### src/hdl/kslt_ram.sv
// Generic single-write, single-read RAM with registered read data.
// Stand-alone; no package dependency.
`timescale 1ns / 1ps

module kslt_ram #(
  parameter int WIDTH = 8,
  parameter int DEPTH = 16,
  localparam int AW   = (DEPTH > 1) ? $clog2(DEPTH) : 1
) (
  input  logic             clk_i,
  input  logic             we_i,
  input  logic [AW-1:0]    waddr_i,
  input  logic [WIDTH-1:0] wdata_i,
  input  logic [AW-1:0]    raddr_i,
  output logic [WIDTH-1:0] rdata_o
);

  logic [WIDTH-1:0] mem_q [DEPTH];
  logic [WIDTH-1:0] rdata_q;

  // write port and registered read port
  always_ff @(posedge clk_i) begin
    if (we_i) begin
      mem_q[waddr_i] <= wdata_i;
    end
    rdata_q <= mem_q[raddr_i];
  end

  assign rdata_o = rdata_q;

endmodule

### config.mk
export PLATFORM = sky130hd
export DESIGN_NAME = kslt_ram
export DESIGN_NICKNAME = d
export VERILOG_FILES = /design/src/hdl/kslt_ram.sv
export SDC_FILE = /design/constraint.sdc
export NUM_CORES = 1
export LEC_CHECK = 0
export BUFFER_PORTS_ARGS = -buffer_cell sky130_fd_sc_hd__buf_2
export CAP_MARGIN = 20
export CORE_MARGIN = 3
export CORE_UTILIZATION = 50
export DETAILED_ROUTE_END_ITERATION = 16
export PLACE_DENSITY = 0.71
export SYNTH_ARGS = -nofsm -noshare
export SYNTH_HDL_FRONTEND = slang
export SYNTH_SLANG_ARGS = --single-unit
### constraint.sdc
create_clock -name clk_i -period 2.7 [get_ports clk_i]
set_input_delay 0.81 -clock clk_i [delete_from_list [all_inputs] [get_ports clk_i]]
set_output_delay 0.81 -clock clk_i [all_outputs]
set_load 0.05 [all_outputs]
======== Yosys cells after proc, flatten, opt, wreduce, memory -nomap -nowiden ========
Memory sizes are Yosys's and may differ from the RTL's. A register that Yosys moved wholly into a read port is not among the register bits.
Cells that the tools add are included.
W data, S select, Z words.
storage, ports and cells
  flip-flop bits (word level) ............. 0
  bits in latches ......................... 0
  RAM bits ................................ 128
  bits in read-only memories .............. 0
  input port bits ......................... 18
  word-level logic and storage cells ...... 3
  memories kept ........................... 1
cells by class
  add/sub/neg operators ................... 0
  $mul .................................... 0
  divide/modulo/power cells ............... 0
  order comparisons ....................... 0
  equal/unequal tests ..................... 0
  shifts and indexed selects .............. 0
  mux-type cells .......................... 2
  bitwise operators ....................... 0
  reduce and logical (&&, ||, !) cells .... 0
memory list
  name   words  width  read ports  clocked after Yosys merged registers in  write ports  line  text
  mem_q  16     8      1           1                                        1            18    logic [WIDTH-1:0] mem_q [DEPTH];
operators by type and width
  cell     number
  $mux W1  2

======== Longest topological paths before layout ========
Gate-level depths: netlist (run 1).
  word-level depth ........................ 2
  depth in mapped cells ................... 5

======== Worst setup path after synthesis (run 1) ========
Ideal clock, no wire load.
  path type ............................... in2reg
  start ................................... input port waddr_i[2]
  end ..................................... memory mem_q[0][0], enable pin
  arrival time ............................ 1920 ps
  setup slack ............................. 397 ps
  stages on the path ...................... 2
  buffers on the path ..................... 0
  cells stage by stage .................... or3b_2 nor3_1
RTL lines
  item         line  text
  from (decl)  12    input logic [AW-1:0] waddr_i,
  to (decl)    18
Straight into the memory's write port.

======== Final worst setup path (run 1) ========
  start ................................... register rdata_q[6] (netlist: rdata_o[6]), read port of mem_q
  end ..................................... output port rdata_o[6]
RTL lines
  item         line  text
  from (decl)  19    logic [WIDTH-1:0] rdata_q;
  to (decl)    15    output logic [WIDTH-1:0] rdata_o
No word-level cell between the ends.

==> results of run 1 <==
==> how the worst min path moves through the flow <==
stage	startpoint	to	slack, ns
after floorplan	mem_q[7][0]$_DFFE_PP_	rdata_o[0]$_DFF_P_	0.63
after global routing	wdata_i[2]	mem_q[12][2]$_DFFE_PP_	0.67
after global placement	mem_q[11][3]$_DFFE_PP_	rdata_o[3]$_DFF_P_	0.66
after CTS	wdata_i[1]	mem_q[14][1]$_DFFE_PP_	0.66
final	mem_q[8][2]$_DFFE_PP_	rdata_o[2]$_DFF_P_	0.67
after detailed placement	mem_q[8][2]$_DFFE_PP_	rdata_o[2]$_DFF_P_	0.66
==> state kept, by name (all words and copies together) (netlist names) <==
register,cells
mem_q,128
rdata_o,8
==> cells by family after synthesis <==
group                  count (synthesis)  synth area share, %
buffers and inverters                 10                 1.68
multiplexers                          32                 15.0
flip-flops                           136                 77.8
AND/OR/NAND/NOR                       35                 3.18
AO/OA/AOI/OAI                         16                 2.33
==> routing by layer <==
metal  routed length, um  track usage, %
met1                4320            27.1
met2                4870            28.5
met3                 518            4.92
met4                  59            5.68
met5                   0               0
==> stage by stage <==
| step | area, sq um | std cells | power [mW] | setup slack, ns | hold WS, ns |
|---|---|---|---|---|---|
| after floorplan | 5150 | 229 | 2.58 | 0.397 | 0.629 |
| after global placement | 5530 | 397 | 2.68 | 0.436 | 0.657 |
| after detailed placement | 5530 | 397 | 2.69 | 0.410 | 0.662 |
| after CTS | 6140 | 429 | 5.02 | 0.706 | 0.660 |
| after global routing | 6140 | 429 | 5.12 | 0.688 | 0.671 |
| final | 6140 | 429 | 4.98 | 0.734 | 0.673 |
==> power breakdown <==
group / internal [mW] / switching (mW)
registers: 2.36 / 0.0161
clock network: 1.50 / 0.835
logic: 0.0959 / 0.168
==> cell usage in the layout (no fill, tap or decap), types with 3 or more instances in the layout <==
cell type / instances
edfxtp_1: 128
buf_2: 25
mux4_2: 18
buf_4: 18
a22oi_1: 16
clkbuf_16: 16
mux4_1: 14
nor2_1: 13
nand2_1: 9
dfxtp_1: 8
nor3_1: 4
bufinv_16: 4
clkinvlp_4: 3
inv_6: 3
==> area by class of cell <==
| cell class | instances | area (sq um) | area share (%) |
|---|---|---|---|
| Multi-Input combinational cell | 83 | 1060 | 17.2 |
| Timing Repair Buffer | 45 | 300 | 4.89 |
| Clock inverter | 15 | 199 | 3.24 |
| Tap cell | 133 | 166 | 2.71 |
| Sequential cell | 136 | 4000 | 65.2 |
| Clock buffer | 17 | 414 | 6.74 |
==> flow_metrics.py, run 1 <==
metrics = {
    "run": {
        "cap_viol_max_count": 0,
    },
    "finish": {
        "fillers": 685,
        "syn_to_final_growth_pct": 19.3,
        "antennaDiodeCount": 0,
        "drive_above_1_share_pct": 31.8,
        "final_core_utilization_pct": 62.0,
        "layout.nets": 301,
    },
    "timing": {
        "finalCritPeriodShare_pct": 72.8,
        "max_freq_mhz": 509,
        "setup_tns_ns": 0,
        "tightest_slew_ns": 0.708,
        "max_slew_margin_pct": 52.6,
        "rsz0062_at_grt": "no",
        "hold_viol": 0,
        "final-setup-viol-count": 0,
        "skew_ns": 0.00831,
        "maxSlewViolCount": 0,
        "finalCriticalPeriod_ns": 1.97,
    },
    "floorplan": {
        "die_h_um": 107,
        "dieArea_sq_mm": 0.0115,
        "ios": 26,
        "core_area_sq_mm": 0.00991,
        "rows": 36,
        "die-width_um": 107,
        "initial_core_util_pct": 51.9,
    },
    "setup_path": {
        "path_class": "flop to output pin",
        "crit_fanout": 1,
        "cp-end-kind": "output pin",
        "max_stage_delay_ns": 0.37,
        "worstPathCellList": "buf_2",
        "r2r_cells": 3,
        "critical_path_cell_count": 1,
        "r2r_setup_slack_ns": 1.32,
        "timing.rr.end": "rdata_o[4]$_DFF_P_",
        "crit_required_ns": 1.89,
        "crit_family": "flip-flops",
        "arrival_ns": 1.16,
        "critPathCapture": "rdata_o[6]",
        "start_kind": "flop",
        "crit_path_top_delay_cell": "dfxtp_1",
        "crit_buf_inv": 1,
        "reg2reg_from": "mem_q[10][4]$_DFFE_PP_",
        "critPathLaunch": "rdata_o[6]$_DFF_P_",
    },
    "yosys": {
        "ys_ff_latch": 136,
        "synth_common_cells": "edfxtp_1 (128), mux4_2 (18), a22oi_1 (16)",
        "synthesis.nets": 247,
        "yosysTopAreaCell": "edfxtp_1",
        "synth_edf_count": 128,
        "ys.flop_type": "edfxtp_1",
        "synth_warnings": 0,
        "netlist_instances": 229,
        "async_reset_ff_share_pct": 0,
        "yosysMostFrequentCell": "edfxtp_1",
        "ys_seq_area_share_pct": 77.8,
        "yosys.area.top_type_share_pct": 74.7,
        "yosys-top-cells-area": "edfxtp_1 (75%), mux4_2 (7.9%), mux4_1 (7.1%)",
        "syn_avg_cell_area_sq_um": 22.5,
        "synth_area_sq_mm": 0.00515,
        "ys_types": 19,
    },
    "clock_network": {
        "cts_tree": "yes",
        "path_clk_slew_ns": 0.06,
        "clk_path_buf_depth": 2,
        "cts_num_sinks": 136,
        "cts_resized": 0,
        "ctsRootBufferMaster": "clkbuf_8",
        "ctsHoldBuffers": 0,
        "cts_setup_buffers": 0,
        "h-tree-depth": 4,
        "clock_latency_ns": 0.51,
        "numCtsBuffers": 17,
    },
    "global_route": {
        "grt_pass1_vias": 2529,
        "grt_pass1_wl_um": 15000,
        "grt_max_degree": 33,
        "grtUsageTotal_pct": 18.7,
        "overflow": 0,
        "antenna_found_initial": 0,
    },
    "placed_design": {
        "dp_hpwl_um": 6130,
        "portBuffers": 25,
        "gp_congestion": 0.742,
    },
    "detailed_routing": {
        "drc_errors": 0,
        "drt.antenna.violating_nets": 0,
        "wl_per_cell_um": 22.8,
        "routed_wl_um": 9770,
        "firstDrtPassIters": 4,
        "routed_via_density": 5.70,
        "drt_iter0_markers": 208,
        "vias": 2445,
    },
    "power": {
        "ir_drop_uv": 504,
        "p_leak_nw": 2.10,
        "powerDensity_mw_per_mm2": 810,
    },
    "hold_path": {
        "hold_depth": 3,
        "hold_class": "flop to flop",
    },
    "run_status": {
        "outcome": "finished, final reports clean",
    },
}
(Power assumes the default switching activity.)
==> run 2: changes to the inputs <==
==> constraint.sdc (replaced) <==
create_clock -name clk_i -period 1.85 [get_ports clk_i]
set_input_delay 0.555 -clock clk_i [delete_from_list [all_inputs] [get_ports clk_i]]
set_output_delay 0.555 -clock clk_i [all_outputs]
set_load 0.05 [all_outputs]
==> flow_metrics.py, run 2 (synthesized netlist as in run 1, its figures left out) <==
metrics = {
    "floorplan": {
        "ios": 26,
        "core_area_sq_mm": 0.00991,
        "dieArea_sq_mm": 0.0115,
        "die_h_um": 107,
        "rows": 36,
        "initial_core_util_pct": 51.9,
        "die-width_um": 107,
    },
    "timing": {
        "max_slew_margin_pct": 49.1,
        "max_freq_mhz": 586,
        "setup_tns_ns": 0,
        "tightest_slew_ns": 0.762,
        "hold_viol": 0,
        "maxSlewViolCount": 0,
        "final-setup-viol-count": 0,
        "rsz0062_at_grt": "no",
        "finalCritPeriodShare_pct": 92.3,
        "finalCriticalPeriod_ns": 1.71,
        "skew_ns": 0.00563,
    },
    "global_route": {
        "antenna_found_initial": 2,
        "grt_max_degree": 28,
        "grt_pass1_wl_um": 14800,
        "grt_pass1_vias": 2491,
        "overflow": 0,
        "grtUsageTotal_pct": 18.1,
    },
    "detailed_routing": {
        "firstDrtPassIters": 4,
        "drc_errors": 0,
        "vias": 2419,
        "drt_iter0_markers": 177,
        "routed_via_density": 5.57,
        "drt.antenna.violating_nets": 0,
        "routed_wl_um": 9520,
        "wl_per_cell_um": 21.9,
    },
    "finish": {
        "stdcell_area_sq_mm": 0.00610,
        "layout.nets": 305,
        "layout_common_cells": "edfxtp_1 (128), buf_2 (25), buf_4 (22)",
        "drive_above_1_share_pct": 31.0,
        "mostFrequentLayoutCell": "edfxtp_1",
        "top_register": "mem_q",
        "largest_reg_flops": 128,
        "syn_to_final_growth_pct": 18.5,
        "fillers": 684,
    },
    "setup_path": {
        "path_class": "flop to output pin",
        "crit_fanout": 1,
        "crit_family": "flip-flops",
        "arrival_ns": 1.15,
        "cp-end-kind": "output pin",
        "crit_required_ns": 1.29,
        "crit_buf_inv": 1,
        "crit_path_top_delay_cell": "dfxtp_1",
        "worstPathCellList": "buf_2",
        "r2r_setup_slack_ns": 0.53,
        "reg2reg_from": "mem_q[9][4]$_DFFE_PP_",
        "start_kind": "flop",
        "critPathLaunch": "rdata_o[7]$_DFF_P_",
        "max_stage_delay_ns": 0.37,
    },
    "clock_network": {
        "cts_resized": 0,
        "numCtsBuffers": 17,
        "h-tree-depth": 4,
        "cts_num_sinks": 136,
        "ctsHoldBuffers": 0,
        "cts_tree": "yes",
        "path_clk_slew_ns": 0.06,
        "clock_latency_ns": 0.49,
        "ctsRootBufferMaster": "clkbuf_8",
        "clk_path_buf_depth": 2,
        "cts_setup_buffers": 0,
    },
    "placed_design": {
        "gp_congestion": 0.739,
        "portBuffers": 25,
        "dp_hpwl_um": 6070,
        "placed_area_sq_mm": 0.00556,
    },
    "power": {
        "ir_drop_uv": 768,
        "p_leak_nw": 2.09,
        "powerDensity_mw_per_mm2": 1120,
    },
    "hold_path": {
        "worstHoldStart": "wdata_i[1]",
        "hold_class": "input pin to flop",
    },
    "run": {
        "cap_viol_max_count": 0,
    },
    "run_status": {
        "outcome": "finished, final reports clean",
    },
}
[run 2: changes by cell type in the layout (fill, tap and decap cells not counted), moves of 3 or more]
cell / before / now
buf_4: 18 / 22
clkbuf_1: 0 / 3
clkinv_1: 2 / 5
inv_6: 3 / 0
[run 2: routing by layer]
metal  share of wire, %  GRT usage (%)  vias to the layer above
met2                 50           28.0                      107
met4                1.2           6.13                        2
met5               0.14              0                        -
met3                8.9           4.86                       14
li1                   -              -                     1094
met1                 40           25.5                     1202
[run 2: final timing paths]
kind         cells after the start                    end
max                              1             rdata_o[7]
min                              1  mem_q[9][1]$_DFFE_PP_
max reg2reg                      3     rdata_o[4]$_DFF_P_
min reg2reg                      3     rdata_o[5]$_DFF_P_
[run 2: final cells by class]
class / count / area, sq um / area share [%]
flip-flops and latches: 136 / 4000 / 65.6
diodes: 1 / 2.50 / 0.0410
repair buffers: 49 / 330 / 5.42
clock buffers: 20 / 425 / 6.97
multi-input cells: 83 / 1060 / 17.4
clock inverters: 12 / 109 / 1.78
well taps: 133 / 166 / 2.73
[run 2: stage by stage]
step           setup slack [ns]  std cells  power [mW]  hold slack (ns)  util (%)
5_1_grt                   0.114        434        7.07            0.435      61.6
2_1_floorplan            0.0289        229        3.77            0.629         -
3_5_place_dp             -0.154        401        3.92            0.663      56.1
3_3_place_gp            -0.0831        401        3.91            0.650      56.1
4_1_cts                   0.123        433        6.91            0.420      61.5
6_report                  0.142        434        6.86            0.442      61.6
[run 2: where the power goes]
group / total, mW / switching, mW / leakage, nW / internal, mW
registers: 3.47 / 0.0212 / 1.22 / 3.45
clock network: 3.00 / 1.12 / 0.256 / 1.88
logic: 0.387 / 0.243 / 0.607 / 0.144
==> run 3: changes to the inputs <==
--- a/config.mk
+++ b/config.mk
@@ -8,9 +8,9 @@
 export BUFFER_PORTS_ARGS = -buffer_cell sky130_fd_sc_hd__buf_2
 export CAP_MARGIN = 20
 export CORE_MARGIN = 3
-export CORE_UTILIZATION = 50
+export CORE_UTILIZATION = 29
 export DETAILED_ROUTE_END_ITERATION = 16
-export PLACE_DENSITY = 0.71
+export PLACE_DENSITY = 0.48
 export SYNTH_ARGS = -nofsm -noshare
 export SYNTH_HDL_FRONTEND = slang
 export SYNTH_SLANG_ARGS = --single-unit
==> flow_metrics.py, run 3 (synthesized netlist as in run 1, its figures left out) <==
metrics = {
    "setup_path": {
        "r2r_setup_slack_ns": 0.48,
        "timing.rr.end": "rdata_o[7]$_DFF_P_",
        "path_class": "flop to output pin",
        "crit_required_ns": 1.29,
        "arrival_ns": 1.07,
        "cp-end-kind": "output pin",
        "critical_path_cell_count": 1,
        "reg2reg_from": "mem_q[8][7]$_DFFE_PP_",
        "start_kind": "flop",
        "crit_path_top_delay_cell": "dfxtp_1",
        "r2r_cells": 3,
        "crit_fanout": 1,
        "crit_buf_inv": 1,
        "critPathCapture": "rdata_o[3]",
        "critPathLaunch": "rdata_o[3]$_DFF_P_",
        "crit_family": "flip-flops",
        "max_stage_delay_ns": 0.37,
        "worstPathCellList": "buf_2",
    },
    "placed_design": {
        "dp_hpwl_um": 7120,
        "dp_cells": 494,
        "place_ws_ns": -0.148,
        "portBuffers": 25,
        "gp_congestion": 0.705,
    },
    "clock_network": {
        "path_clk_slew_ns": 0.05,
        "h-tree-depth": 4,
        "clk_path_buf_depth": 2,
        "cts_resized": 0,
        "cts_setup_buffers": 0,
        "numCtsBuffers": 17,
        "cts_num_sinks": 136,
        "cts_tree": "yes",
        "ctsRootBufferMaster": "clkbuf_16",
        "clock_latency_ns": 0.41,
        "ctsHoldBuffers": 0,
    },
    "finish": {
        "top_register": "mem_q",
        "area.sequential_sq_mm": 0.00400,
        "mostFrequentLayoutCell": "edfxtp_1",
        "drive_above_1_share_pct": 32.6,
        "fillers": 1588,
        "multi_input_area_sq_mm": 0.00106,
        "antennaDiodeCount": 0,
        "layout.nets": 306,
        "fin_cells": 526,
        "layout_common_cells": "edfxtp_1 (128), buf_2 (25), buf_4 (23)",
        "syn_to_final_growth_pct": 21.9,
        "largest_reg_flops": 128,
    },
    "detailed_routing": {
        "drt.antenna.violating_nets": 0,
        "drc_errors": 0,
        "wl_per_cell_um": 20.3,
        "drt_iter0_markers": 178,
        "firstDrtPassIters": 4,
        "routed_wl_um": 10700,
        "vias": 2417,
        "routed_via_density": 4.60,
    },
    "global_route": {
        "grt_pass1_vias": 2699,
        "overflow": 0,
        "grt_max_degree": 22,
        "antenna_found_initial": 0,
        "grtUsageTotal_pct": 12.0,
        "grt_pass1_wl_um": 16500,
    },
    "power": {
        "netSwitchingFraction_pct": 20.3,
        "ir_drop_uv": 617,
        "powerDensity_mw_per_mm2": 1140,
        "p_leak_nw": 2.11,
        "netSwitchingPower_mw": 1.45,
        "power_frac_comb_pct": 5.6,
        "p_int_mw": 5.71,
        "pwr-share-seq_pct": 48.5,
        "pwr-share-clk_pct": 45.9,
    },
    "timing": {
        "hold_viol": 0,
        "maxSlewViolCount": 0,
        "final-setup-viol-count": 0,
        "finalCriticalPeriod_ns": 1.63,
        "finalCritPeriodShare_pct": 87.9,
        "max_freq_mhz": 615,
        "rsz0062_at_grt": "no",
        "fin_ws_ns": 0.224,
        "whs_ns": 0.542,
        "tightest_slew_ns": 0.776,
        "max_slew_margin_pct": 48.2,
        "skew_ns": 0.00931,
    },
    "hold_path": {
        "worstHoldStart": "wdata_i[5]",
        "hold_class": "input pin to flop",
    },
    "floorplan": {
        "die-width_um": 139,
        "dieArea_sq_mm": 0.0194,
        "die_h_um": 139,
        "core_area_sq_mm": 0.0174,
        "rows": 48,
        "ios": 26,
        "initial_core_util_pct": 29.7,
    },
    "run_status": {
        "outcome": "finished, final reports clean",
    },
    "run": {
        "cap_viol_max_count": 0,
    },
}
run 3: cell type report:
| cell class | count | area share (%) |
|---|---|---|
| Clock buffer | 24 | 7.84 |
| Tap cell | 225 | 4.49 |
| Multi-Input combinational cell | 83 | 16.9 |
| Clock inverter | 8 | 1.54 |
| Timing Repair Buffer | 50 | 5.38 |
| Sequential cell | 136 | 63.8 |
run 3: per-stage QoR:
stage | util (%) | power (mW) | area, sq um | TNS, ns
after global routing | 36.1 | 7.42 | 6270 | 0
after floorplan | - | 3.77 | 5150 | 0
after global placement | 32.8 | 3.94 | 5690 | -0.635
final | 36.1 | 7.16 | 6270 | 0
after CTS | 36.1 | 7.24 | 6270 | 0
after detailed placement | 32.8 | 3.95 | 5690 | -0.747
run 3: power by group through the flow:
stage	sequential (mW)	combinational [mW]	clock (mW)
2_1_floorplan	3.60	0.175	0
3_3_place_gp	3.53	0.408	0
3_5_place_dp	3.53	0.413	0
4_1_cts	3.47	0.413	3.36
5_1_grt	3.47	0.437	3.51
6_report	3.47	0.403	3.29
run 3: worst min path at each step:
stage,to,slack [ns],depth (start not counted)
2_1_floorplan,rdata_o[0]$_DFF_P_,0.63,3
3_3_place_gp,rdata_o[4]$_DFF_P_,0.67,3
3_5_place_dp,rdata_o[5]$_DFF_P_,0.67,3
4_1_cts,mem_q[5][0]$_DFFE_PP_,0.52,1
5_1_grt,mem_q[6][3]$_DFFE_PP_,0.53,1
6_report,mem_q[6][5]$_DFFE_PP_,0.54,1
run 3: routing by layer:
metal	up-vias	global-route usage (%)	part of all wire, %
met5	-	0	0
met4	0	4.07	0.51
met3	4	4.33	4.1
li1	1089	-	-
met1	1273	15.4	46
met2	51	18.9	49
