==> src/hdl/kslt_pkg.sv <==
// Shared package for the keyed sequential list table.
// Holds field widths, the default capacity, op codes and status codes.
// No dependencies.
`timescale 1ns / 1ps

package kslt_pkg;

  localparam int KSLT_CAPACITY = 64;
  localparam int KEY_W         = 31;
  localparam int PAY_W         = 64;
  localparam int OP_W          = 4;
  localparam int ST_W          = 2;
  localparam int REC_W         = KEY_W + PAY_W;

  // Operation codes; codes ten to fifteen are unused.
  typedef enum logic [OP_W-1:0] {
    OP_INS_FRONT    = 4'd0,
    OP_INS_BACK     = 4'd1,
    OP_INS_SORTED   = 4'd2,
    OP_READ_POS     = 4'd3,
    OP_FIND_KEY     = 4'd4,
    OP_RM_KEY_SHIFT = 4'd5,
    OP_RM_KEY_SWAP  = 4'd6,
    OP_RM_FRONT     = 4'd7,
    OP_RM_BACK      = 4'd8,
    OP_READ_LAST    = 4'd9
  } kslt_op_e;

  // Result status codes.
  typedef enum logic [ST_W-1:0] {
    ST_OK       = 2'd0,
    ST_RANGE    = 2'd1,
    ST_NOTFOUND = 2'd2
  } kslt_st_e;

endpackage

==> src/hdl/kslt_ctrl.sv <==
// Sequencer of the list table: walks the record RAM through one shared key
// comparator for search, ordered insert and removal by key.
// Depends on kslt_pkg; drives the ports of kslt_ram.
`timescale 1ns / 1ps

module kslt_ctrl import kslt_pkg::*; #(
  parameter int CAPACITY = KSLT_CAPACITY,
  localparam int AW      = (CAPACITY > 1) ? $clog2(CAPACITY) : 1,
  localparam int CW      = $clog2(CAPACITY + 1)
) (
  input  logic              clk_i,
  input  logic              rst_ni,
  // item channel
  input  logic              in_valid_i,
  output logic              in_stall_o,
  input  logic [OP_W-1:0]   op_i,
  input  logic [KEY_W-1:0]  key_i,
  input  logic [PAY_W-1:0]  payload_i,
  input  logic [CW-1:0]     position_i,
  // result channel
  output logic              out_valid_o,
  input  logic              out_stall_i,
  output logic [ST_W-1:0]   status_o,
  output logic [KEY_W-1:0]  out_key_o,
  output logic [PAY_W-1:0]  out_payload_o,
  output logic [CW-1:0]     count_o,
  output logic              full_res_o,
  output logic              empty_res_o,
  // record RAM
  output logic              ram_we_o,
  output logic [AW-1:0]     ram_waddr_o,
  output logic [REC_W-1:0]  ram_wdata_o,
  output logic [AW-1:0]     ram_raddr_o,
  input  logic [REC_W-1:0]  ram_rdata_i
);

  typedef enum logic [3:0] {
    S_IDLE, S_SCAN, S_SHIFT, S_MV_RD, S_MV_WR, S_PUT, S_RD_ISSUE, S_RD_TAKE, S_FIN
  } state_e;

  localparam logic [CW-1:0] CAP_C = CW'(CAPACITY);
  localparam logic [CW-1:0] ONE_C = CW'(1);

  state_e            state_q, state_d;
  logic [OP_W-1:0]   op_q, op_d;
  logic [KEY_W-1:0]  key_q, key_d;
  logic [PAY_W-1:0]  pay_q, pay_d;
  logic [CW-1:0]     cnt_q, cnt_d;
  logic [CW-1:0]     ptr_q, ptr_d;
  logic [CW-1:0]     rem_q, rem_d;
  logic              rv_q, rv_d;
  logic [CW-1:0]     ridx_q, ridx_d;
  logic [CW-1:0]     hit_q, hit_d;
  logic              hitv_q, hitv_d;
  logic [CW-1:0]     ins_q, ins_d;
  logic [AW-1:0]     src_q, src_d;
  logic [AW-1:0]     dst_q, dst_d;
  logic [ST_W-1:0]   st_q, st_d;
  logic [KEY_W-1:0]  rk_q, rk_d;
  logic [PAY_W-1:0]  rp_q, rp_d;
  logic              ovld_q, ovld_d;
  logic [ST_W-1:0]   ost_q, ost_d;
  logic [KEY_W-1:0]  okey_q, okey_d;
  logic [PAY_W-1:0]  opay_q, opay_d;
  logic [CW-1:0]     ocnt_q, ocnt_d;
  logic              ofull_q, ofull_d;
  logic              oempty_q, oempty_d;

  logic [KEY_W-1:0]  rkey;
  logic [PAY_W-1:0]  rpay;
  logic              key_eq, key_gt;
  logic              issue;
  logic              is_full, is_empty;
  logic              up_dir;
  logic [CW-1:0]     cnt_m1;

  assign rkey     = ram_rdata_i[REC_W-1:PAY_W];
  assign rpay     = ram_rdata_i[PAY_W-1:0];
  // shared comparator
  assign key_eq   = (rkey == key_q);
  assign key_gt   = (rkey > key_q);
  assign is_full  = (cnt_q == CAP_C);
  assign is_empty = (cnt_q == '0);
  assign cnt_m1   = cnt_q - ONE_C;
  assign up_dir   = (op_q == OP_INS_SORTED);

  // next-state logic
  always_comb begin
    state_d = state_q;  op_d = op_q;     key_d = key_q;   pay_d = pay_q;
    cnt_d   = cnt_q;    ptr_d = ptr_q;   rem_d = rem_q;   rv_d = 1'b0;
    ridx_d  = ridx_q;   hit_d = hit_q;   hitv_d = hitv_q; ins_d = ins_q;
    src_d   = src_q;    dst_d = dst_q;   st_d = st_q;     rk_d = rk_q;
    rp_d    = rp_q;
    ovld_d  = ovld_q & out_stall_i;
    ost_d   = ost_q;    okey_d = okey_q; opay_d = opay_q; ocnt_d = ocnt_q;
    ofull_d = ofull_q;  oempty_d = oempty_q;
    ram_we_o    = 1'b0;
    ram_waddr_o = '0;
    ram_wdata_o = '0;
    ram_raddr_o = ptr_q[AW-1:0];
    issue       = 1'b0;

    case (state_q)
      S_IDLE: begin
        if (in_valid_i) begin
          op_d   = op_i;
          key_d  = key_i;
          pay_d  = payload_i;
          st_d   = ST_OK;
          rk_d   = '0;
          rp_d   = '0;
          ptr_d  = '0;
          hitv_d = 1'b0;
          state_d = S_FIN;
          case (op_i)
            OP_INS_FRONT: begin
              if (is_full) begin
                st_d = ST_RANGE;
              end else if (is_empty) begin
                ram_we_o    = 1'b1;
                ram_wdata_o = {key_i, payload_i};
                cnt_d       = cnt_q + ONE_C;
              end else begin
                src_d   = '0;
                dst_d   = cnt_q[AW-1:0];
                state_d = S_MV_RD;
              end
            end
            OP_INS_BACK: begin
              if (is_full) begin
                st_d = ST_RANGE;
              end else begin
                ram_we_o    = 1'b1;
                ram_waddr_o = cnt_q[AW-1:0];
                ram_wdata_o = {key_i, payload_i};
                cnt_d       = cnt_q + ONE_C;
              end
            end
            OP_INS_SORTED: begin
              if (is_full) st_d = ST_RANGE;
              else state_d = S_SCAN;
            end
            OP_READ_POS: begin
              if (position_i == '0 || position_i > cnt_q) begin
                st_d = ST_RANGE;
              end else begin
                ptr_d   = position_i - ONE_C;
                state_d = S_RD_ISSUE;
              end
            end
            OP_FIND_KEY, OP_RM_KEY_SHIFT, OP_RM_KEY_SWAP: begin
              state_d = S_SCAN;
            end
            OP_RM_FRONT: begin
              if (is_empty) begin
                st_d = ST_RANGE;
              end else begin
                cnt_d = cnt_m1;
                if (cnt_m1 != '0) begin
                  src_d   = cnt_m1[AW-1:0];
                  dst_d   = '0;
                  state_d = S_MV_RD;
                end
              end
            end
            OP_RM_BACK: begin
              if (is_empty) st_d = ST_RANGE;
              else cnt_d = cnt_m1;
            end
            OP_READ_LAST: begin
              if (is_empty) begin
                st_d = ST_RANGE;
              end else begin
                ptr_d   = cnt_m1;
                state_d = S_RD_ISSUE;
              end
            end
            default: st_d = ST_RANGE;
          endcase
        end
      end

      // pipelined walk from the front: read ahead, compare what returns
      S_SCAN: begin
        issue  = (ptr_q < cnt_q);
        rv_d   = issue;
        ridx_d = ptr_q;
        if (issue) ptr_d = ptr_q + ONE_C;
        if (rv_q) begin
          case (op_q)
            OP_FIND_KEY: begin
              if (key_eq) begin
                rk_d    = rkey;
                rp_d    = rpay;
                rv_d    = 1'b0;
                state_d = S_FIN;
              end
            end
            OP_INS_SORTED: begin
              if (key_gt) begin
                ins_d   = ridx_q;
                rem_d   = cnt_q - ridx_q;
                ptr_d   = cnt_m1;
                rv_d    = 1'b0;
                state_d = S_SHIFT;
              end
            end
            default: begin
              if (key_eq) begin
                hit_d  = ridx_q;
                hitv_d = 1'b1;
              end
            end
          endcase
        end else if (!issue) begin
          case (op_q)
            OP_FIND_KEY: begin
              st_d    = ST_NOTFOUND;
              state_d = S_FIN;
            end
            OP_INS_SORTED: begin
              ins_d   = cnt_q;
              rem_d   = '0;
              state_d = S_SHIFT;
            end
            default: begin
              if (!hitv_q) begin
                st_d    = ST_NOTFOUND;
                state_d = S_FIN;
              end else begin
                cnt_d = cnt_m1;
                if (op_q == OP_RM_KEY_SHIFT) begin
                  rem_d   = cnt_m1 - hit_q;
                  ptr_d   = hit_q + ONE_C;
                  state_d = S_SHIFT;
                end else if (hit_q != cnt_m1) begin
                  src_d   = cnt_m1[AW-1:0];
                  dst_d   = hit_q[AW-1:0];
                  state_d = S_MV_RD;
                end else begin
                  state_d = S_FIN;
                end
              end
            end
          endcase
        end
      end

      // pipelined block move: up for ordered insert, down for removal
      S_SHIFT: begin
        issue  = (rem_q != '0);
        rv_d   = issue;
        ridx_d = ptr_q;
        if (issue) begin
          ptr_d = up_dir ? (ptr_q - ONE_C) : (ptr_q + ONE_C);
          rem_d = rem_q - ONE_C;
        end
        if (rv_q) begin
          ram_we_o    = 1'b1;
          ram_waddr_o = up_dir ? AW'(ridx_q + ONE_C) : AW'(ridx_q - ONE_C);
          ram_wdata_o = ram_rdata_i;
        end else if (!issue) begin
          if (up_dir) begin
            ram_we_o    = 1'b1;
            ram_waddr_o = ins_q[AW-1:0];
            ram_wdata_o = {key_q, pay_q};
            cnt_d       = cnt_q + ONE_C;
          end
          state_d = S_FIN;
        end
      end

      S_MV_RD: begin
        ram_raddr_o = src_q;
        state_d     = S_MV_WR;
      end

      S_MV_WR: begin
        ram_we_o    = 1'b1;
        ram_waddr_o = dst_q;
        ram_wdata_o = ram_rdata_i;
        state_d     = (op_q == OP_INS_FRONT) ? S_PUT : S_FIN;
      end

      // new record into the front slot
      S_PUT: begin
        ram_we_o    = 1'b1;
        ram_wdata_o = {key_q, pay_q};
        cnt_d       = cnt_q + ONE_C;
        state_d     = S_FIN;
      end

      S_RD_ISSUE: state_d = S_RD_TAKE;

      S_RD_TAKE: begin
        rk_d    = rkey;
        rp_d    = rpay;
        state_d = S_FIN;
      end

      // load the result register once it is free
      S_FIN: begin
        if (!ovld_q || !out_stall_i) begin
          ovld_d   = 1'b1;
          ost_d    = st_q;
          okey_d   = rk_q;
          opay_d   = rp_q;
          ocnt_d   = cnt_q;
          ofull_d  = is_full;
          oempty_d = is_empty;
          state_d  = S_IDLE;
        end
      end

      default: state_d = S_IDLE;
    endcase
  end

  // state and registered outputs
  always_ff @(posedge clk_i or negedge rst_ni) begin
    if (!rst_ni) begin
      state_q <= S_IDLE;
      cnt_q   <= '0;
      rv_q    <= 1'b0;
      hitv_q  <= 1'b0;
      ovld_q  <= 1'b0;
    end else begin
      state_q <= state_d;
      cnt_q   <= cnt_d;
      rv_q    <= rv_d;
      hitv_q  <= hitv_d;
      ovld_q  <= ovld_d;
    end
  end

  // payload and working registers
  always_ff @(posedge clk_i) begin
    op_q     <= op_d;
    key_q    <= key_d;
    pay_q    <= pay_d;
    ptr_q    <= ptr_d;
    rem_q    <= rem_d;
    ridx_q   <= ridx_d;
    hit_q    <= hit_d;
    ins_q    <= ins_d;
    src_q    <= src_d;
    dst_q    <= dst_d;
    st_q     <= st_d;
    rk_q     <= rk_d;
    rp_q     <= rp_d;
    ost_q    <= ost_d;
    okey_q   <= okey_d;
    opay_q   <= opay_d;
    ocnt_q   <= ocnt_d;
    ofull_q  <= ofull_d;
    oempty_q <= oempty_d;
  end

  assign in_stall_o    = (state_q != S_IDLE);
  assign out_valid_o   = ovld_q;
  assign status_o      = ost_q;
  assign out_key_o     = okey_q;
  assign out_payload_o = opay_q;
  assign count_o       = ocnt_q;
  assign full_res_o    = ofull_q;
  assign empty_res_o   = oempty_q;

endmodule

==> config.mk <==
export PLATFORM = sky130hd
export DESIGN_NAME = kslt_ctrl
export DESIGN_NICKNAME = d
export VERILOG_FILES = /design/src/hdl/kslt_pkg.sv /design/src/hdl/kslt_ctrl.sv
export SDC_FILE = /design/constraint.sdc
export NUM_CORES = 1
export LEC_CHECK = 0
export ABC_AREA = 1
export ABC_CLOCK_PERIOD_IN_PS = 18080
export BUFFER_PORTS_ARGS = -buffer_cell sky130_fd_sc_hd__buf_2
export CAP_MARGIN = 15
export CELL_PAD_IN_SITES_DETAIL_PLACEMENT = 2
export CELL_PAD_IN_SITES_GLOBAL_PLACEMENT = 2
export CORE_MARGIN = 2
export CORE_UTILIZATION = 35
export CTS_CLUSTER_SIZE = 8
export DETAILED_ROUTE_END_ITERATION = 8
export PLACE_DENSITY = 0.86
export SLEW_MARGIN = 40
export SYNTH_ARGS = -nofsm -noshare
export SYNTH_HDL_FRONTEND = slang
export SYNTH_SLANG_ARGS = --single-unit
==> constraint.sdc <==
create_clock -name clk_i -period 18.08 [get_ports clk_i]
set_input_delay 2.712 -clock clk_i [delete_from_list [all_inputs] [get_ports clk_i]]
set_output_delay 2.712 -clock clk_i [all_outputs]
set_load 0.1 [all_outputs]
# After elaboration in Yosys (flattened, before gate mapping)
# Index checks and enable logic that the tools add are counted.
# classes
addsub	11
order_cmp	3
eq_ne	60
n_mux	151
bitwise_logic	2
reduce_logical	37
# op_table
cell	count
$mux W95	7
$pmux W95 S4	1
$mux W64	4
$mux W7	32
$mux W6	35
$pmux W64 S3	1
$pmux W95 S2	1
$mux W31	4
$pmux W31 S3	1
$mux W4	19
$pmux W6 S2	4
$ne A3 B3 Y1 const B	14
$pmux W7 S2	3
$pmux W7 S3	2
$eq A4 B3 Y1 const B	10
$ne A2 B2 Y1 const B	17
$pmux W4 S8	1
$eq A31 B31 Y1	1
$gt A31 B31 Y1	1
$pmux W7 S4	1
$sub A7 B1 Y7 const B	4
$pmux W4 S6	1
$add A7 B1 Y7 const B	3
$eq A4 B2 Y1 const B	5
41 further kinds	92
# word_totals
regBits	362
in_bits	205

# Logic depth before layout (Yosys ltp)
# depth
depth_word	9
depth_mapped	18
ltp_nobuf	18

# Worst setup path after synthesis
# OpenSTA, ideal clock, no wires.
# synth_path
kind	input-to-output
start	in in_valid_i
end	out ram_waddr_o[0]
arrival_ns	7.400
setup_slack_ns	7.968
cell_stages	4
path_buffers	0
cell_sequence	inv_1 > nor2_8 > inv_2 > o311ai_0
# synth_via
elab_chain_cells	2
# synth_lines
element	line	text
start: declaration	kslt_ctrl.sv:14	input logic in_valid_i,
$mux W6	kslt_ctrl.sv:105	if (in_valid_i) begin
$pmux W6 S3	kslt_ctrl.sv:103	case (state_q)
end: declaration	kslt_ctrl.sv:31	output logic [AW-1:0] ram_waddr_o,
# Every way passes these cells.

# Worst setup path after layout
# layout_path
start	in op_i[2]
end	out ram_wdata_o[85]
# layout_via
elab_chain_cells	4
elab_cells_between_ends	5
cone_classes	1 x eq/ne; 3 x mux; 1 x reduce/logical
# layout_lines
element	line	text
start: declaration	kslt_ctrl.sv:16	input logic [OP_W-1:0] op_i,
$eq A4 B1 Y1 or $logic_not A4 Y1 (tied branches)	kslt_ctrl.sv:115	case (op_i)
$pmux W95 S2 *	kslt_ctrl.sv:115	
$mux W95 *	kslt_ctrl.sv:105	
$pmux W95 S4 *	kslt_ctrl.sv:103	
end: declaration	kslt_ctrl.sv:32	output logic [REC_W-1:0] ram_wdata_o,
# Every way passes the cells marked *; elsewhere a longest branch is shown, timed or not.

==> impl_metrics.yaml <==
status:
  run_status: "finished clean"
die:
  initial_core_utilization_pct: 35.22
  rows: 86
  floorplan.core_area_sq_um: 54770
  die-area_sq_um: 57000
  die_width_microns: 238.8
  chipHeight_microns: 238.8
  boundaryPins: 421
cts:
  post_cts_hold_buffer_count: 0
  clk-insertion-delay-late_ps: 610
  clock-root-buffer: "sky130_fd_sc_hd__clkbuf_16"
  clock-sinks: 362
  htreeDepth: 2
  tritoncts: "yes"
  cts_resized: 0
  post_cts.repair.setup_buffers: 0
  cts_made_buffers: 51
  cts.path.max_buffers: 3
  clk_pin_slew_ps: 60
synthesis:
  yosys_warnings: 0
  post_synth.cell_area_avg_sq_um: 9.469
  yosysTopAreaCellShare_pct: 54.18
  postSynthNetCount: 2314
  flip_flop_cell_with_the_highest_count_after_synthesis: "sky130_fd_sc_hd__edfxtp_1"
  synth.cell_area_sq_um: 19290
  syn_inst: 2037
  synth_largest_area_cell: "sky130_fd_sc_hd__edfxtp_1"
  ys_seq_elements: 362
  synth.area.top_cells: "sky130_fd_sc_hd__edfxtp_1 54%, sky130_fd_sc_hd__nand2_1 7.8%, sky130_fd_sc_hd__inv_1 4.5%"
  synth_edf_count: 348
  asyncSetResetFlopFracSynth_pct: 3.867
  synth.lib_cells_used.distinct: 52
  seq_area_frac_synth_pct: 55.99
final_layout:
  num-fill-cells: 5996
  design.final.nets: 2719
  fraction_of_the_core_area_covered_by_cells_at_the_end_of_the_flow_pct: 43.09
  combined_area_of_the_multi_input_logic_cells_sq_um: 7194
  syn2layout_area_growth_pct: 22.36
  final_layout_size_suffix_gt1_share_pct: 22.77
  regArea_sq_um: 10800
place:
  globalplace.congestion: 0.8901
  pre_cts_ws_ps: 9565
  dp_hpwl_mm: 63.78
  port-buffer-count: 420
detailed_routing:
  residual_drc_count: 0
  detail_route.wl_per_cell_microns: 27.74
  drt_wl_total_mm: 88.35
  route.vias.total: 18153
  vias_per_cell: 5.700
  dr.pass1.iters: 5
  drt-initial-drc-count: 1233
  ant_nets: 0
sta:
  relSlewSlack_pct: 41.47
  grt_setup_unrepaired: "false"
  timing.final.crit_share_pct: 47.73
  tightest_slew_ps: 878.0
  setup_total_negative_slack_ps: 0
  worst_slack_ps: 9450
  setup_violations: 0
  finalClockSkew_ps: 28.62
  timing.fmax_ghz: 0.1159
  period_minus_slack_ps: 8630
  final-hold-violation-count: 0
  slew_violations: 0
pwr:
  power_per_cell_area_nw_per_um2: 200.0
  ir_worst_vdd_mv: 0.1432
  p_leak_uw: 0.01014
critical_path:
  critical_path.startpoint_type: "primary input"
  worst-setup-path-type: "in2out"
  required_ps: 15370
  crit_path_max_fanout: 55
  endpoint_kind: "output port"
  crit_arrival_ps: 5920
flow_run:
  maxCapViolCount: 0
global_routing:
  grt_util_all_layers_pct: 30.26
  grt_pass1_vias: 19509
  grt_antenna_before_repair: 27
  grt_first_pass_wirelength_mm: 128.9
  grt_max_degree: 84
  globalRouteOverflowTotal: 0
min_path:
  hp-class: "reg2reg"
==> critical path, cell delays in order <==
cell	delay, ps
sky130_fd_sc_hd__buf_2	150
sky130_fd_sc_hd__nor2_2	180
sky130_fd_sc_hd__nand2_1	130
sky130_fd_sc_hd__nor2_1	350
sky130_fd_sc_hd__nand2_1	180
sky130_fd_sc_hd__nand2_4	440
sky130_fd_sc_hd__buf_4	670
sky130_fd_sc_hd__a31oi_1	180
sky130_fd_sc_hd__o21ai_0	270
sky130_fd_sc_hd__buf_2	540
==> final cells by class <==
class                      count  area share [%]
tap                          704           3.732
sequential                   362           45.78
multi-input combinational   1338           30.48
clock inverter                 3          0.2333
clock buffer                  67           5.752
timing repair buffer         442           9.839
antenna                       22          0.2333
inverter                     247           3.950
==> synth_stat cells, drive strengths merged, types with 3 or more instances <==
master,count
xor2,20
clkbuf,37
o211ai,13
inv,247
nand4,13
edfxtp,348
a211oi,6
a21oi,91
o21ai,169
nand3b,4
buf,53
nor2,225
ha,69
nand3,140
o221ai,16
nor3,15
nor4,3
xnor2,5
or2,5
o22ai,34
dfrtp,14
fa,3
a31oi,51
nand2,410
o2111ai,32
==> worst paths after layout <==
| kind | from | end | slack (ps) | cells past startpoint |
|---|---|---|---|---|
| worst max-delay path | op_i[2] | ram_wdata_o[85] | 9450 | 10 |
| worst min-delay path | rk_q[17]$_SDFFCE_PN0P_ | out_key_o[17]$_DFFE_PP_ | 410 | 0 |
| worst max register to register | cnt_q[0]$_DFFE_PN0P_ | rem_q[5]$_DFFE_PP_ | 14290 | 16 |
| worst min register to register | rk_q[17]$_SDFFCE_PN0P_ | out_key_o[17]$_DFFE_PP_ | 410 | 0 |
| max in group asynchronous | rst_ni | rv_q$_DFF_PN0_ | 15720 | 1 |
| min in group asynchronous | rst_ni | cnt_q[0]$_DFFE_PN0P_ | 2030 | 1 |
==> where the power goes <==
part / internal, uW / leakage (uW) / switching [uW] / total, uW
combinational: 399 / 0.00597 / 1860 / 2260
sequential: 1390 / 0.00349 / 175 / 1560
clock: 518 / 0.000684 / 382 / 900
total: 2310 / 0.0101 / 2410 / 4720
==> routing by layer <==
layer / global-route usage, % / vias up / wire length [microns]
met5: 0 / - / 95
met4: 15.53 / 14 / 5041
met3: 7.171 / 270 / 6355
met2: 51.53 / 774 / 43150
met1: 35.57 / 9175 / 33710
li1: - / 7920 / -
==> metrics by stage <==
step | instance area [sq um] | std cells | power [uW] | hold WS (ps)
final | 23600 | 3185 | 4721 | 408.6
after floorplan | 19290 | 2037 | 3138 | 400.3
after global routing | 23590 | 3180 | 4919 | 422.5
after global placement | 22030 | 3090 | 3657 | 400.1
after CTS | 23490 | 3161 | 4712 | 415.2
after detailed placement | 22080 | 3091 | 3792 | 405.1
==> cells in the final DEF (no fill, tap or decap), types with 16 or more instances in the layout <==
master,instances
sky130_fd_sc_hd__nor2_1,204
sky130_fd_sc_hd__o21ai_0,146
sky130_fd_sc_hd__o22ai_1,34
sky130_fd_sc_hd__a21oi_1,89
sky130_fd_sc_hd__o221ai_1,16
sky130_fd_sc_hd__o21ai_1,21
sky130_fd_sc_hd__a31oi_1,51
sky130_fd_sc_hd__nand3_1,137
sky130_fd_sc_hd__clkbuf_16,52
sky130_fd_sc_hd__nand2_1,401
sky130_fd_sc_hd__o2111ai_1,32
sky130_fd_sc_hd__edfxtp_1,348
sky130_fd_sc_hd__inv_1,232
sky130_fd_sc_hd__buf_2,420
sky130_fd_sc_hd__xor2_1,20
sky130_fd_sc_hd__ha_1,69
sky130_fd_sc_hd__diode_2,22
==> state kept, by name (all words and copies together), names as in the netlist, 7 cells and up <==
register	flops
out_payload_o	64
hit_q	7
ridx_q	7
out_key_o	31
rem_q	7
rk_q	31
key_q	31
pay_q	64
ptr_q	7
cnt_q	7
rp_q	64
count_o	7
==> logic make-up after synthesis <==
group	share of synthesized area, %
buf+inv	6.973
flops	55.99
compound gates	12.89
simple gates	18.22
xor+xnor	1.135
fa+ha+maj	4.787
Power figures use the tool's default switching activity.
